## src/design/slps_pkg.sv

```systemverilog
package slps_pkg;

   // Width of the hold and pulse countdowns.
   localparam int TIME_BITS = 16;
   localparam logic [32:0] TIME_MAX = 33'((64'd1 << TIME_BITS) - 64'd1);

   localparam int MS_BITS    = 16;
   localparam int CSR_IDX_BITS = 3;
   localparam int PCT_BITS   = 7;
   localparam int HUE_BITS   = 9;

   typedef logic [TIME_BITS-1:0] time_type;
   typedef logic [MS_BITS-1:0]   ms_type;
   typedef logic [PCT_BITS-1:0]  pct_type;
   typedef logic [HUE_BITS-1:0]  hue_type;

   typedef enum logic [CSR_IDX_BITS-1:0] {
      CSR_SLOW_BLINK   = 3'd0,
      CSR_FAST_BLINK   = 3'd1,
      CSR_LEARN_BLINK  = 3'd2,
      CSR_SUCCESS_HOLD = 3'd3,
      CSR_FAILED_HOLD  = 3'd4,
      CSR_IR_PULSE     = 3'd5,
      CSR_BRIGHTNESS   = 3'd6
   } csr_index_type;

   typedef enum logic [2:0] {
      EVT_NONE     = 3'd0,
      EVT_PROGRESS = 3'd1,
      EVT_SUCCESS  = 3'd2,
      EVT_FAILED   = 3'd3,
      EVT_IDLE     = 3'd4
   } learn_event_type;

   typedef enum logic [1:0] {
      MODE_NONE     = 2'd0,
      MODE_PROGRESS = 2'd1,
      MODE_SUCCESS  = 2'd2,
      MODE_FAILED   = 2'd3
   } learn_mode_type;

   typedef enum logic [2:0] {
      VS_BOOTING       = 3'd0,
      VS_COMMISSIONING = 3'd1,
      VS_READY         = 3'd2,
      VS_LEARNING      = 3'd3,
      VS_SUCCESS       = 3'd4,
      VS_FAILED        = 3'd5,
      VS_IR_PULSE      = 3'd6
   } visual_state_type;

   localparam ms_type RST_SLOW_BLINK   = 16'd500;
   localparam ms_type RST_FAST_BLINK   = 16'd200;
   localparam ms_type RST_LEARN_BLINK  = 16'd150;
   localparam ms_type RST_SUCCESS_HOLD = 16'd900;
   localparam ms_type RST_FAILED_HOLD  = 16'd2000;
   localparam ms_type RST_IR_PULSE     = 16'd120;
   localparam pct_type RST_BRIGHTNESS  = 7'd10;

   localparam hue_type HUE_RED    = 9'd0;
   localparam hue_type HUE_YELLOW = 9'd50;
   localparam hue_type HUE_GREEN  = 9'd120;
   localparam hue_type HUE_BLUE   = 9'd240;
   localparam pct_type PCT_FULL   = 7'd100;
   localparam pct_type PCT_ZERO   = 7'd0;

   // Bring a 16-bit millisecond setting into the countdown range, saturating.
   function automatic time_type time_limit(ms_type v);
      logic [32:0] wide;
      wide = 33'(v);
      if (wide > TIME_MAX) begin
         return TIME_MAX[TIME_BITS-1:0];
      end
      return wide[TIME_BITS-1:0];
   endfunction

endpackage

```

## src/design/slps_if.sv

```systemverilog
interface slps_req_if;
   logic       valid;
   logic       ready;
   logic       booted;
   logic       commission_window;
   logic [2:0] learning_event;
   logic       ir_tx_notify;

   modport source (output valid, booted, commission_window, learning_event,
                   ir_tx_notify, input ready);
   modport sink (input valid, booted, commission_window, learning_event,
                 ir_tx_notify, output ready);
endinterface

interface slps_rsp_if;
   logic       valid;
   logic       ready;
   logic       led_on;
   logic [8:0] hue;
   logic [6:0] saturation;
   logic [6:0] brightness;
   logic [2:0] visual_state;

   modport source (output valid, led_on, hue, saturation, brightness, visual_state,
                   input ready);
   modport sink (input valid, led_on, hue, saturation, brightness, visual_state,
                 output ready);
endinterface

interface slps_csr_if;
   logic        valid;
   logic        ready;
   logic [2:0]  index;
   logic [15:0] data;

   modport source (output valid, index, data, input ready);
   modport sink (input valid, index, data, output ready);
endinterface

```

## src/design/status_led_pattern_sequencer_top.sv

```systemverilog
// Status LED sequencer: each item on req_chan is one millisecond tick and yields exactly one
// LED frame on rsp_chan. An item is registered on acceptance and its frame is then computed
// into the output register when that register is free, so one item is taken every cycle
// while the output side keeps up; a stalled output holds back the input
// register only once both stages are full. Settings on csr_chan are always ready, take effect
// on the next tick and should only be written while no tick is in flight.
module status_led_pattern_sequencer_top (
   input logic       clock,
   input logic       reset,
   slps_req_if.sink  req_chan,
   slps_rsp_if.source rsp_chan,
   slps_csr_if.sink  csr_chan
);
   import slps_pkg::*;

   // Configuration registers
   ms_type  slow_blink_ff, fast_blink_ff, learn_blink_ff;
   ms_type  success_hold_ff, failed_hold_ff, ir_pulse_ff;
   pct_type brightness_ff;

   // Input register
   logic       s1_valid_ff;
   logic       s1_ready_ff, s1_comm_ff, s1_irtx_ff;
   logic [2:0] s1_event_ff;

   // Sequencer state
   learn_mode_type mode_ff, mode_in;
   time_type       learn_left_ff, learn_left_in;
   time_type       ir_left_ff, ir_left_in;

   // Output register
   logic             out_valid_ff;
   logic             out_on_ff, out_on_in;
   hue_type          out_hue_ff, out_hue_in;
   pct_type          out_sat_ff, out_sat_in;
   pct_type          out_bright_ff, out_bright_in;
   visual_state_type out_vs_ff, out_vs_in;

   logic advance;
   logic slow_on, fast_on, learn_on;
   learn_mode_type mode_evt;
   time_type       learn_evt, ir_evt;

   assign advance        = s1_valid_ff && (!out_valid_ff || rsp_chan.ready);
   assign req_chan.ready = !s1_valid_ff || advance;
   assign csr_chan.ready = 1'b1;

   always_ff @(posedge clock) begin
      if (reset) begin
         slow_blink_ff   <= RST_SLOW_BLINK;
         fast_blink_ff   <= RST_FAST_BLINK;
         learn_blink_ff  <= RST_LEARN_BLINK;
         success_hold_ff <= RST_SUCCESS_HOLD;
         failed_hold_ff  <= RST_FAILED_HOLD;
         ir_pulse_ff     <= RST_IR_PULSE;
         brightness_ff   <= RST_BRIGHTNESS;
      end else if (csr_chan.valid) begin
         case (csr_chan.index)
            CSR_SLOW_BLINK:   slow_blink_ff   <= csr_chan.data;
            CSR_FAST_BLINK:   fast_blink_ff   <= csr_chan.data;
            CSR_LEARN_BLINK:  learn_blink_ff  <= csr_chan.data;
            CSR_SUCCESS_HOLD: success_hold_ff <= csr_chan.data;
            CSR_FAILED_HOLD:  failed_hold_ff  <= csr_chan.data;
            CSR_IR_PULSE:     ir_pulse_ff     <= csr_chan.data;
            CSR_BRIGHTNESS:   brightness_ff   <= csr_chan.data[PCT_BITS-1:0];
            default: ;
         endcase
      end
   end

   always_ff @(posedge clock) begin
      if (reset) begin
         s1_valid_ff <= 1'b0;
      end else if (req_chan.ready) begin
         s1_valid_ff <= req_chan.valid;
      end
   end

   always_ff @(posedge clock) begin
      if (req_chan.valid && req_chan.ready) begin
         s1_ready_ff <= req_chan.booted;
         s1_comm_ff  <= req_chan.commission_window;
         s1_event_ff <= req_chan.learning_event;
         s1_irtx_ff  <= req_chan.ir_tx_notify;
      end
   end

   slps_blinker u_slow (
      .clock(clock), .reset(reset), .advance(advance),
      .half_period(slow_blink_ff), .phase_on(slow_on));
   slps_blinker u_fast (
      .clock(clock), .reset(reset), .advance(advance),
      .half_period(fast_blink_ff), .phase_on(fast_on));
   slps_blinker u_learn (
      .clock(clock), .reset(reset), .advance(advance),
      .half_period(learn_blink_ff), .phase_on(learn_on));

   // Apply the tick's events.
   always_comb begin
      mode_evt  = mode_ff;
      learn_evt = learn_left_ff;
      case (s1_event_ff)
         EVT_PROGRESS: begin
            mode_evt  = MODE_PROGRESS;
            learn_evt = '0;
         end
         EVT_SUCCESS: begin
            mode_evt  = MODE_SUCCESS;
            learn_evt = time_limit(success_hold_ff);
         end
         EVT_FAILED: begin
            mode_evt  = MODE_FAILED;
            learn_evt = time_limit(failed_hold_ff);
         end
         EVT_IDLE: begin
            if (mode_ff == MODE_PROGRESS) begin
               mode_evt  = MODE_NONE;
               learn_evt = '0;
            end
         end
         default: ;
      endcase
      ir_evt = s1_irtx_ff ? time_limit(ir_pulse_ff) : ir_left_ff;
   end

   // Expire finished holds, resolve the visual state and build the frame.
   always_comb begin
      mode_in = mode_evt;
      if ((mode_evt == MODE_SUCCESS || mode_evt == MODE_FAILED) && learn_evt == '0) begin
         mode_in = MODE_NONE;
      end
      learn_left_in = (learn_evt != '0) ? learn_evt - 1'b1 : '0;
      ir_left_in    = (ir_evt != '0) ? ir_evt - 1'b1 : '0;

      if (mode_in == MODE_PROGRESS)      out_vs_in = VS_LEARNING;
      else if (mode_in == MODE_SUCCESS)  out_vs_in = VS_SUCCESS;
      else if (mode_in == MODE_FAILED)   out_vs_in = VS_FAILED;
      else if (ir_evt != '0)             out_vs_in = VS_IR_PULSE;
      else if (!s1_ready_ff)             out_vs_in = VS_BOOTING;
      else if (s1_comm_ff)               out_vs_in = VS_COMMISSIONING;
      else                               out_vs_in = VS_READY;

      out_sat_in = PCT_FULL;
      case (out_vs_in)
         VS_BOOTING: begin
            out_on_in  = slow_on;
            out_hue_in = HUE_BLUE;
         end
         VS_COMMISSIONING: begin
            out_on_in  = fast_on;
            out_hue_in = HUE_BLUE;
         end
         VS_READY: begin
            out_on_in  = 1'b1;
            out_hue_in = HUE_GREEN;
         end
         VS_LEARNING: begin
            out_on_in  = learn_on;
            out_hue_in = HUE_YELLOW;
         end
         VS_SUCCESS: begin
            out_on_in  = learn_on;
            out_hue_in = HUE_GREEN;
         end
         VS_FAILED: begin
            out_on_in  = learn_on;
            out_hue_in = HUE_RED;
         end
         default: begin
            out_on_in  = 1'b1;
            out_hue_in = HUE_RED;
            out_sat_in = PCT_ZERO;
         end
      endcase

      out_bright_in = (brightness_ff > PCT_FULL) ? PCT_FULL : brightness_ff;
      if (out_bright_in == PCT_ZERO) begin
         out_on_in = 1'b0;
      end
   end

   always_ff @(posedge clock) begin
      if (reset) begin
         mode_ff       <= MODE_NONE;
         learn_left_ff <= '0;
         ir_left_ff    <= '0;
         out_valid_ff  <= 1'b0;
      end else begin
         if (advance) begin
            mode_ff       <= mode_in;
            learn_left_ff <= learn_left_in;
            ir_left_ff    <= ir_left_in;
            out_valid_ff  <= 1'b1;
         end else if (rsp_chan.ready) begin
            out_valid_ff  <= 1'b0;
         end
      end
   end

   always_ff @(posedge clock) begin
      if (advance) begin
         out_on_ff     <= out_on_in;
         out_hue_ff    <= out_hue_in;
         out_sat_ff    <= out_sat_in;
         out_bright_ff <= out_bright_in;
         out_vs_ff     <= out_vs_in;
      end
   end

   assign rsp_chan.valid        = out_valid_ff;
   assign rsp_chan.led_on       = out_on_ff;
   assign rsp_chan.hue          = out_hue_ff;
   assign rsp_chan.saturation   = out_sat_ff;
   assign rsp_chan.brightness   = out_bright_ff;
   assign rsp_chan.visual_state = out_vs_ff;

`ifndef SYNTHESIS
   // Only a success or failed effect may have hold time left.
   assert property (@(posedge clock) disable iff (reset)
      (mode_ff == MODE_NONE || mode_ff == MODE_PROGRESS) |-> (learn_left_ff == '0))
      else $error("hold time left without a timed learning effect");

   assert property (@(posedge clock) disable iff (reset)
      (out_valid_ff && out_bright_ff == PCT_ZERO) |-> !out_on_ff)
      else $error("LED lit at zero brightness");

   assert property (@(posedge clock) disable iff (reset)
      (out_valid_ff && out_vs_ff == VS_IR_PULSE) |-> (out_sat_ff == PCT_ZERO && out_on_ff ==
      (out_bright_ff != PCT_ZERO)))
      else $error("IR pulse frame is not steady white");

   assert property (@(posedge clock) disable iff (reset)
      (s1_valid_ff && !advance) |=> (s1_valid_ff && $stable(s1_event_ff)))
      else $error("stalled item lost from the input register");
`endif

endmodule

```

## src/design/slps_blinker.sv

```systemverilog
module slps_blinker (
   input  logic                clock,
   input  logic                reset,
   input  logic                advance,
   input  slps_pkg::ms_type    half_period,
   output logic                phase_on
);
   import slps_pkg::*;

   ms_type count_ff, count_in, count_inc;
   logic   phase_ff, phase_in;

   assign count_inc = count_ff + 16'd1;

   always_comb begin
      count_in = count_ff;
      phase_in = phase_ff;
      if (advance) begin
         if (half_period == '0) begin
            count_in = '0;
            phase_in = 1'b0;
         end else if (count_inc >= half_period) begin
            // Also catches a half period lowered below the running count.
            count_in = '0;
            phase_in = ~phase_ff;
         end else begin
            count_in = count_inc;
         end
      end
   end

   assign phase_on = (half_period == '0) || !phase_ff;

   always_ff @(posedge clock) begin
      if (reset) begin
         count_ff <= '0;
         phase_ff <= 1'b0;
      end else begin
         count_ff <= count_in;
         phase_ff <= phase_in;
      end
   end

endmodule
```

## src/flat_wrapper.sv

```systemverilog
// flat-port wrapper written by rule: the top's interface ports become plain ports
module status_led_pattern_sequencer_top_flat import slps_pkg::*;
  (clock, reset, req_chan_valid, req_chan_booted, req_chan_commission_window, req_chan_learning_event, req_chan_ir_tx_notify, req_chan_ready, rsp_chan_valid, rsp_chan_led_on, rsp_chan_hue, rsp_chan_saturation, rsp_chan_brightness, rsp_chan_visual_state, rsp_chan_ready, csr_chan_valid, csr_chan_index, csr_chan_data, csr_chan_ready);
  slps_req_if req_chan_i ();
  slps_rsp_if rsp_chan_i ();
  slps_csr_if csr_chan_i ();
  input logic clock;
  input logic reset;
  input wire logic [$bits(req_chan_i.valid)-1:0] req_chan_valid;
  input wire logic [$bits(req_chan_i.booted)-1:0] req_chan_booted;
  input wire logic [$bits(req_chan_i.commission_window)-1:0] req_chan_commission_window;
  input wire logic [$bits(req_chan_i.learning_event)-1:0] req_chan_learning_event;
  input wire logic [$bits(req_chan_i.ir_tx_notify)-1:0] req_chan_ir_tx_notify;
  output wire logic [$bits(req_chan_i.ready)-1:0] req_chan_ready;
  output wire logic [$bits(rsp_chan_i.valid)-1:0] rsp_chan_valid;
  output wire logic [$bits(rsp_chan_i.led_on)-1:0] rsp_chan_led_on;
  output wire logic [$bits(rsp_chan_i.hue)-1:0] rsp_chan_hue;
  output wire logic [$bits(rsp_chan_i.saturation)-1:0] rsp_chan_saturation;
  output wire logic [$bits(rsp_chan_i.brightness)-1:0] rsp_chan_brightness;
  output wire logic [$bits(rsp_chan_i.visual_state)-1:0] rsp_chan_visual_state;
  input wire logic [$bits(rsp_chan_i.ready)-1:0] rsp_chan_ready;
  input wire logic [$bits(csr_chan_i.valid)-1:0] csr_chan_valid;
  input wire logic [$bits(csr_chan_i.index)-1:0] csr_chan_index;
  input wire logic [$bits(csr_chan_i.data)-1:0] csr_chan_data;
  output wire logic [$bits(csr_chan_i.ready)-1:0] csr_chan_ready;
  assign req_chan_i.valid = req_chan_valid;
  assign req_chan_i.booted = req_chan_booted;
  assign req_chan_i.commission_window = req_chan_commission_window;
  assign req_chan_i.learning_event = req_chan_learning_event;
  assign req_chan_i.ir_tx_notify = req_chan_ir_tx_notify;
  assign req_chan_ready = req_chan_i.ready;
  assign rsp_chan_valid = rsp_chan_i.valid;
  assign rsp_chan_led_on = rsp_chan_i.led_on;
  assign rsp_chan_hue = rsp_chan_i.hue;
  assign rsp_chan_saturation = rsp_chan_i.saturation;
  assign rsp_chan_brightness = rsp_chan_i.brightness;
  assign rsp_chan_visual_state = rsp_chan_i.visual_state;
  assign rsp_chan_i.ready = rsp_chan_ready;
  assign csr_chan_i.valid = csr_chan_valid;
  assign csr_chan_i.index = csr_chan_index;
  assign csr_chan_i.data = csr_chan_data;
  assign csr_chan_ready = csr_chan_i.ready;
  status_led_pattern_sequencer_top u_core (.clock(clock), .reset(reset), .req_chan(req_chan_i), .rsp_chan(rsp_chan_i), .csr_chan(csr_chan_i));
endmodule
```

## config.mk

```make
export PLATFORM = sky130hd
export DESIGN_NAME = status_led_pattern_sequencer_top_flat
export DESIGN_NICKNAME = d
export VERILOG_FILES = /design/src/design/slps_pkg.sv /design/src/design/slps_if.sv /design/src/design/status_led_pattern_sequencer_top.sv /design/src/design/slps_blinker.sv /design/src/flat_wrapper.sv
export SDC_FILE = /design/constraint.sdc
export NUM_CORES = 1
export LEC_CHECK = 0
export BUFFER_PORTS_ARGS = -buffer_cell sky130_fd_sc_hd__buf_2
export CAP_MARGIN = 20
export CORE_MARGIN = 3
export CORE_UTILIZATION = 62
export CTS_CLUSTER_DIAMETER = 80
export DETAILED_ROUTE_END_ITERATION = 16
export PLACE_DENSITY = 0.81
export SETUP_SLACK_MARGIN = 0.02
export SKIP_LAST_GASP = 1
export SLEW_MARGIN = 20
export SYNTH_ARGS = -nofsm -noshare
export SYNTH_HDL_FRONTEND = slang
export SYNTH_HIERARCHICAL = 1
export SYNTH_SLANG_ARGS = --single-unit
```

## constraint.sdc

```tcl
create_clock -name clock -period 5.3 [get_ports clock]
set_input_delay 0.53 -clock clock [delete_from_list [all_inputs] [get_ports clock]]
set_output_delay 0.53 -clock clock [all_outputs]
set_load 0.01 [all_outputs]
```

==> After elaboration in Yosys (flattened, before gate mapping) <==
Index checks and enable logic that the tools add are counted.
{ "totals": {"out_inout_bits": 30, "input_bits": 30, "wordCells": 133, "regBits": 223} }
{ "op_classes": {"bitwise": 3, "n_addsub": 5, "n_lt_le_gt_ge": 4, "mux": 32, "reduce_logical": 41, "n_eq_ne": 21} }
{ "ops": {"columns": ["cell", "n"], "rows": [
  ["$mux 16", 10],
  ["$logic_not 16->1", 4],
  ["$pmux 16 s4", 1],
  ["$add 16x1->16 const B", 3],
  ["$ge 16x16->1", 3],
  ["$reduce_bool 16->1", 2],
  ["$sub 16x1->16 const B", 2],
  ["$pmux 8 s3", 1],
  ["$reduce_and 2->1", 10],
  ["$eq 3x2->1 const B", 6],
  ["$eq 3x3->1 const B", 6],
  ["$mux 3", 5],
  ["$mux 7", 2],
  ["$eq 3x1->1 const B", 3],
  ["$eq 2x2->1 const B", 4],
  ["$mux 1", 8],
  ["$pmux 2 s4", 1],
  ["$reduce_bool 2->1", 4],
  ["$gt 7x7->1 const B", 1],
  ["$logic_not 7->1", 1],
  ["$logic_not 3->1", 2],
  ["$logic_or 1x1->1", 6],
  ["$mux 2", 3],
  ["$reduce_or 6->1", 1],
  ["other kinds (7)", 17]
]} }

==> Logic depth before layout (Yosys ltp) <==
Gate-level depths: netlist of the first run.
{ "logic_depth": {"depth_word": 14, "depth_mapped": 14, "depth_no_buf": 12} }

==> By module <==
The synthesis of the first run kept the hierarchy.
{ "modules_own_cells": {"columns": ["module", "area_per_inst_um2", "cells_per_inst", "instances"], "rows": [
  ["status_led_pattern_sequencer_top", 7490.9, 922, 1],
  ["slps_blinker (u_core.u_fast ...)", 1475.2, 188, 2],
  ["slps_blinker (u_core.u_learn)", 1505.2, 190, 1]
]} }

==> Worst setup path before layout of the first run <==
OpenSTA, ideal clock, no wires.
{ "synth_path": {"kind": "register -> register", "from": "reg u_core.s1_irtx_ff", "to": "reg u_core.out_on_ff, in the netlist u_core/rsp_chan.led_on (data pin)", "stages_incl_launch_ff": 15, "arrival_ps": 3700, "path_buffers": 6, "setup_ps": 272, "path_slack_ps": 1328, "period_less_slack_ps": 3972, "path_cell_list": "edfxtp_1 buf_6 clkbuf_1 buf_1 clkbuf_1 mux2i_1 ha_1 o211ai_1 or2_1 buf_6 or3_4 buf_6 nor3_4 nor2_1 or4_1"} }
{ "synth_between": {"elab_chain_len": 9, "word_cells_on_any_way": 13, "classes_between": "eq/ne (4); mux (6); reduce/logical (3)"} }
{ "synth_rtl": {"columns": ["item", "line_no", "text"], "rows": [
  ["from (decl)", "status_led_pattern_sequencer_top.sv:23", "logic s1_ready_ff, s1_comm_ff, s1_irtx_ff;"],
  ["from (signal assigned)", "status_led_pattern_sequencer_top.sv:84", "s1_irtx_ff <= req_chan.ir_tx_notify;"],
  ["$mux 16 *", "status_led_pattern_sequencer_top.sv:123", "ir_evt = s1_irtx_ff ? time_limit(ir_pulse_ff) : ir_left_ff;"],
  ["$reduce_bool 16->1 *", "status_led_pattern_sequencer_top.sv:138", "else if (ir_evt != '0) out_vs_in = VS_IR_PULSE;"],
  ["$mux 3 *", "status_led_pattern_sequencer_top.sv:138", null],
  ["$mux 3 *", "status_led_pattern_sequencer_top.sv:137", "else if (mode_in == MODE_FAILED) out_vs_in = VS_FAILED;"],
  ["$mux 3 *", "status_led_pattern_sequencer_top.sv:136", "else if (mode_in == MODE_SUCCESS) out_vs_in = VS_SUCCESS;"],
  ["$mux 3 *", "status_led_pattern_sequencer_top.sv:135", "if (mode_in == MODE_PROGRESS) out_vs_in = VS_LEARNING;"],
  ["$eq 3x3->1 or $eq 3x2->1 (tied branches)", "status_led_pattern_sequencer_top.sv:144", "case (out_vs_in)"],
  ["$reduce_or 3->1 (no line)", null, null],
  ["$pmux 1 s3 *", "status_led_pattern_sequencer_top.sv:144", null],
  ["to (signal assigned)", "status_led_pattern_sequencer_top.sv:202", "out_on_ff <= out_on_in;"],
  ["to (decl)", "status_led_pattern_sequencer_top.sv:33", "logic out_on_ff, out_on_in;"]
]} }
Every way passes the cells marked *; elsewhere a longest branch is shown, timed or not.
A chain may end at the register's enable or synchronous reset.

==> Worst setup path after layout of the first run <==
{ "layout_path": {"from": "reg u_core.u_learn.count_ff[3]", "to": "reg u_core.u_learn.count_ff[11]"} }
{ "layout_between": {"elab_chain_len": 4} }
{ "layout_rtl": {"columns": ["item", "line_no", "text"], "rows": [
  ["from (decl)", "slps_blinker.sv:10", "ms_type count_ff, count_in, count_inc;"],
  ["from (signal assigned)", "slps_blinker.sv:39", "count_ff <= count_in;"],
  ["$add 16x1->16 *", "slps_blinker.sv:13", "assign count_inc = count_ff + 16'd1;"],
  ["$ge 16x16->1", "slps_blinker.sv:22", "end else if (count_inc >= half_period) begin"],
  ["$mux 16 *", "slps_blinker.sv:22", null],
  ["$mux 16 *", "slps_blinker.sv:19", "if (half_period == '0) begin"]
]} }
Marks and branches as above.

==> results of run 1 <==
-- power by group --
part / switching, mW / leakage (nW) / internal (mW)
Combinational: 0.263 / 2.83 / 0.151
Sequential: 0.0493 / 1.75 / 1.68
Clock: 0.677 / 0.402 / 1.05
Total: 0.989 / 4.98 / 2.89
-- kinds of logic after synthesis --
| kind of cell | after synthesis | share of synthesized area [%] |
|---|---|---|
| compound gates | 291 | 14.7 |
| xor+xnor | 54 | 3.96 |
| fa+ha+maj | 54 | 5.66 |
| buf+inv | 138 | 5.21 |
| flops | 213 | 37.6 |
| mux | 28 | 2.39 |
| other cells | 2 | 0.0629 |
| simple gates | 708 | 30.4 |
-- how the worst max path moves through the flow --
stage / slack [ns] / end / start / cells past startpoint
finish: 1.56 / u_core/u_learn/count_ff[11]$_SDFFE_PP0P_ / u_core/u_learn/count_ff[3]$_SDFFE_PP0P_ / 12
global route: 1.25 / u_core/u_learn/count_ff[11]$_SDFFE_PP0P_ / u_core/u_learn/count_ff[3]$_SDFFE_PP0P_ / 12
CTS: 1.58 / u_core/u_learn/count_ff[11]$_SDFFE_PP0P_ / u_core/u_learn/count_ff[3]$_SDFFE_PP0P_ / 12
detailed placement: 1.63 / u_core/u_learn/count_ff[11]$_SDFFE_PP0P_ / u_core/u_learn/count_ff[3]$_SDFFE_PP0P_ / 12
global placement: 1.63 / u_core/u_learn/count_ff[11]$_SDFFE_PP0P_ / u_core/u_learn/count_ff[3]$_SDFFE_PP0P_ / 12
floorplan: 1.33 / u_core/rsp_chan.led_on$_SDFFCE_PN0P_ / u_core/s1_irtx_ff$_DFFE_PP_ / 14
-- routing by layer --
metal	GRT usage (%)	part of all wire (%)	vias up	wire [um]
met1	38.3	46	5026	13200
met5	0	0	-	0
li1	-	-	5264	-
met4	9.92	3.2	0	929
met2	43.5	46	322	13400
met3	3.68	5.1	63	1490
-- cell type report --
class                      instances  area share (%)
multi-input combinational       1143            52.4
tap                              260            2.49
clock buffer                      31            5.18
timing repair buffer              63            2.72
inverter                          60            1.72
sequential                       213            34.3
antenna                            2          0.0382
clock inverter                    13            1.15
-- stage by stage --
stage	instance area, sq um	power (mW)	hold slack, ns
global route	13100	4.02	0.172
floorplan	12000	2.06	0.425
finish	13100	3.88	0.188
global placement	12200	2.16	0.439
detailed placement	12200	2.17	0.448
CTS	13100	3.89	0.173
-- cells in the final DEF, fill, tap and decap left out, types with 23 or more instances in the layout --
cell type	n
or4_1	23
nand2b_1	25
nand3_1	52
ha_1	54
inv_1	59
o21ai_0	49
nand2_1	325
dfxtp_1	190
nor3_1	32
nor2_1	78
clkbuf_16	25
edfxtp_1	23
mux2i_1	24
buf_2	50
xnor2_1	40
a21oi_1	143
nand3b_1	39
-- worst max-delay path: stages (launching register included) --
cell      delay [ns]
dfxtp_1         0.46
nand3_2         0.17
nor3_4          0.31
nand3_2         0.15
or2_4           0.29
xnor2_1         0.13
ha_1            0.30
a211o_1         0.29
o211ai_1        0.07
and3b_1         0.19
nand4_1         0.40
or4_2           0.75
o311ai_0        0.12
==> results.json, run 1 <==
{
  "whs_path_depth": 1,
  "cp.arrival_ns": 4.15,
  "path_class": "register to register",
  "finalCritPeriodShare_pct": 70.6,
  "detail_route.first_pass.iterations": 5,
  "num_vias": 10700,
  "synth_area_leaders": "dfxtp_1 (32%), nand2_1 (10%), a21oi_1 (6.0%), edfxtp_1 (5.8%), ha_1 (5.7%)",
  "power_density_nw_per_um2": 296,
  "setup_viol": 0,
  "dp_slack_ns": 1.63,
  "vdd_drop_max_uv": 237,
  "fin_skew_ns": 0.00982,
  "cts_hold_buf": 0,
  "fin_util_pct": 69.5,
  "fin_crit_ns": 3.74,
  "gp_congestion": 0.904,
  "antenna_found_initial": 1,
  "synth-seq-cells": 213,
  "fin_tns_setup_ns": 0,
  "ys_types": 80,
  "fillCellCount": 1561,
  "final_nets": 1589,
  "synth_top_cell_by_area": "dfxtp_1",
  "drive_gt1_share_pct": 9.13,
  "cts_tree": "built",
  "ys_seq_area_share_pct": 37.6,
  "vias_per_cell": 5.98,
  "grt.total_usage_pct": 27.4,
  "crit_fanout": 13,
  "start_util_pct": 63.4,
  "core_sq_um": 18800,
  "reg2reg_from": "u_core/u_learn/count_ff[3]$_SDFFE_PP0P_",
  "tightest_slew_ns": 1.05,
  "port_buffers": 51,
  "cts_sinks": 213,
  "wirelength_um": 29100,
  "synth_commonest_cells": "nand2_1 (325), dfxtp_1 (190), a21oi_1 (143)",
  "post_cts_buffers": 0,
  "relSlewSlack_pct": 29.8,
  "cp-start-kind": "register",
  "slew_viol_final": 0,
  "power.leakage_nw": 4.98,
  "yosysWarningCount": 6,
  "die_w_um": 145,
  "hold_viol": 0,
  "reg2reg_slack_ns": 1.56,
  "seq_area_sq_um": 4490,
  "dieArea_sq_um": 21000,
  "critPathCaptureType": "register",
  "syn_avg_cell_area_sq_um": 8.03,
  "rsz0062_at_grt": "no",
  "h-tree-depth": 1,
  "synth_edf_count": 23,
  "area_growth_pct": 9.54,
  "reg2reg_depth": 12,
  "syn-cell-area_sq_um": 11900,
  "cts_buffer_depth": 3,
  "antenna_left": 0,
  "grt_overflow": 0,
  "outcome": "finished clean",
  "fin_ws_ns": 1.56,
  "numCtsBuffers": 24,
  "row_count": 50,
  "die_y_um": 145,
  "r2r-end": "u_core/u_learn/count_ff[11]$_SDFFE_PP0P_",
  "yosysTopAreaCellShare_pct": 31.8,
  "synth_ff_type": "dfxtp_1",
  "cap_viol_max_count": 0,
  "worstPathRequired_ns": 5.71,
  "synth_most_common_cell": "nand2_1",
  "hold_class": "primary input to register",
  "dp_cells": 1738,
  "hold_end": "u_core/s1_event_ff[2]$_DFFE_PP_",
  "cts-root-buf": "clkbuf_16",
  "grt_pass1_wl_um": 47400,
  "hpwl_um": 19700,
  "drc": 0,
  "synth_cells": 1488,
  "grt_max_degree": 94,
  "clkLatencyLatePin_ns": 0.52,
  "detail_route.wl_per_cell_um": 16.3,
  "multi_input_area_sq_um": 6850,
  "grt_pass1_vias": 9759,
  "worstHoldStart": "req_chan_learning_event[2]",
  "synth-async-reset-ratio_pct": 0,
  "io_pins": 60,
  "cts_resized": 0,
  "max_freq_ghz": 0.267,
  "stdcell_count": 1785,
  "drt_iter0_markers": 1085,
  "clkTransAtPathRegs_ns": 0.06
}
(Power assumes the default switching activity.)
==> inputs of run 2 (changes only) <==
Settings changed: CORE_UTILIZATION 62 to 56, PLACE_DENSITY 0.81 to 0.77.
Clock period 5.3 ns to 3.32 ns, I/O delays scaled along.
==> run 2 against run 1 <==
Against the previous run:
- register-to-register slack worse by 1.4 ns
- global-route usage down 2.5 points
- non-clock buffer count increased by 53
- highest routed layer unchanged
- largest cell class unchanged
- combinational power is 67% higher
- final cell count grew 3.4%
- core utilization fell by 3.4 points
- cell area increased by 4.2%
- die area is 10% higher
- critical path type unchanged
==> results.json, run 2 (synthesized netlist as in run 1, its figures left out) <==
{
  "fin_util_pct": 66.1,
  "num_vias": 10900,
  "h-tree-depth": 1,
  "dp_cells": 1792,
  "dp_slack_ns": -0.0679,
  "cts-root-buf": "clkbuf_16",
  "crit_fanout": 4,
  "grt_overflow": 0,
  "vdd_drop_max_uv": 451,
  "antenna_left": 0,
  "clkTransAtPathRegs_ns": 0.06,
  "grt_pass1_vias": 10100,
  "reg2reg_from": "u_core/u_learn/count_ff[7]$_SDFFE_PP0P_",
  "rsz0062_at_grt": "yes",
  "tightest_slew_ns": 1.02,
  "combPwrFrac_pct": 11.1,
  "cp-start-kind": "register",
  "fin_tns_setup_ns": 0,
  "wirelength_um": 30500,
  "die_w_um": 152,
  "grt_pass1_wl_um": 49600,
  "cts_sinks": 213,
  "grt.total_usage_pct": 24.9,
  "detail_route.wl_per_cell_um": 16.5,
  "fillCellCount": 1701,
  "start_util_pct": 57.9,
  "switching_share_pct": 24.9,
  "finalCritPeriodShare_pct": 96.8,
  "final_nets": 1642,
  "setup_viol": 0,
  "switchingPower_mw": 1.55,
  "cpPeakStageDelay_ns": 0.46,
  "seq_power_share_pct": 44.2,
  "cts_tree": "built",
  "stdcell_count": 1846,
  "cp.arrival_ns": 3.65,
  "max_freq_ghz": 0.311,
  "detail_route.first_pass.iterations": 5,
  "io_pins": 60,
  "core_sq_um": 20600,
  "fin_ws_ns": 0.107,
  "die_y_um": 152,
  "hpwl_um": 20900,
  "critical-path-top-delay-family": "simple AND/OR/NAND/NOR gates",
  "drt_iter0_markers": 951,
  "power_density_nw_per_um2": 458,
  "relSlewSlack_pct": 31.8,
  "gp_congestion": 0.858,
  "path_cells": "nand3_2, nor3_4, nand3_2, or2_4, xnor2_1, ha_1, a211o_1, o211ai_1, and3b_1, nand4_1, buf_4, or4b_1, a31oi_1",
  "cp_slowest_cell": "or4b_1",
  "drive_gt1_share_pct": 13.2,
  "path_class": "register to register",
  "cp_num_buf_inv": 1,
  "vias_per_cell": 5.88,
  "p_int_mw": 4.69,
  "power.leakage_nw": 5.31,
  "cp-startpoint": "u_core/u_learn/count_ff[7]$_SDFFE_PP0P_",
  "dieArea_sq_um": 23100,
  "area_growth_pct": 14.1,
  "pwr-share-clk_pct": 44.7,
  "row_count": 52,
  "grt_max_degree": 66,
  "seq_area_sq_um": 4510,
  "fin_crit_ns": 3.21,
  "numCtsBuffers": 24,
  "antenna_found_initial": 1,
  "hold_viol": 0,
  "cts_buffer_depth": 3,
  "worstHoldStart": "req_chan_valid",
  "most-common-layout-cells": "nand2_1 (324), dfxtp_1 (180), a21oi_1 (143), nor2_1 (78), inv_1 (59)",
  "drc": 0,
  "outcome": "finished clean",
  "port_buffers": 51,
  "worstPathRequired_ns": 3.76,
  "path_common_cell": "nand3_2",
  "hold_class": "primary input to register",
  "clkLatencyLatePin_ns": 0.51,
  "final_common_cell": "nand2_1",
  "critPathCaptureType": "register",
  "cap_viol_max_count": 0,
  "multi_input_area_sq_um": 6920,
  "slew_viol_final": 0,
  "fin_skew_ns": 0.0144
}
-- run 2: changes by cell type in the layout (fill, tap and decap cells not counted), moves of 4 or more --
cell / change
nand3_1: -4
dfxtp_2: +7
dfxtp_1: -10
buf_4: +44
dlygate4sd3_1: +6
-- run 2: worst paths after layout --
kind	to	slack [ns]	depth (start not counted)
min	u_core/s1_valid_ff$_SDFFE_PP0N_	0.06	3
min reg2reg	u_core/success_hold_ff[6]$_SDFFE_PP0P_	0.45	2
max reg2reg	u_core/u_learn/count_ff[10]$_SDFFE_PP0P_	0.11	13
max	u_core/u_learn/count_ff[10]$_SDFFE_PP0P_	0.11	13
-- run 2: routing by layer --
layer | vias up | global-route usage (%) | routed length [um]
met5 | - | 0 | 0
met4 | 0 | 5.22 | 529
met3 | 45 | 3.75 | 1770
met2 | 319 | 42.8 | 14900
met1 | 5138 | 33.6 | 13300
li1 | 5359 | - | -
-- run 2: tightest hold or removal path: cells and delay by family --
| family | cells | cell delay [ns] |
|---|---|---|
| buffers and inverters | 1 | 0.09 |
| AOI/OAI and AO/OA | 1 | 0.03 |
| and+or+nand+nor | 1 | 0.07 |
-- run 2: power by group through the flow --
stage	clock [mW]	sequential, mW	combinational, mW
after floorplan	0	2.80	0.489
after global placement	0	2.81	0.655
after detailed placement	0	2.81	0.670
after CTS	2.83	2.76	0.681
after global routing	2.95	2.77	0.768
final	2.79	2.76	0.692
-- run 2: timing repair --
item	in CTS	in global routing
hold endpoints to repair	6	0
buffers inserted	0	3
gates cloned	0	1
hold buffers	6	0
gates resized for setup	4	26
pin swaps	1	9
endpoints found under the setup margin	13	38
-- run 2: cell type report --
| class | instances | share of cell area, % |
|---|---|---|
| diodes | 1 | 0.0184 |
| clock buffers | 35 | 5.30 |
| clock inverters | 8 | 0.899 |
| inverters | 60 | 1.65 |
| multi-input cells | 1143 | 50.8 |
| flip-flops and latches | 213 | 33.1 |
| well taps | 270 | 2.48 |
| repair buffers | 116 | 5.77 |
-- run 2: stage by stage --
step / power [mW] / hold WS [ns] / area (sq um)
after global routing: 6.49 / 0.0581 / 13600
after floorplan: 3.29 / 0.425 / 12000
after CTS: 6.27 / 0.0414 / 13500
after global placement: 3.47 / 0.439 / 12600
after detailed placement: 3.48 / 0.448 / 12600
final: 6.24 / 0.0607 / 13600
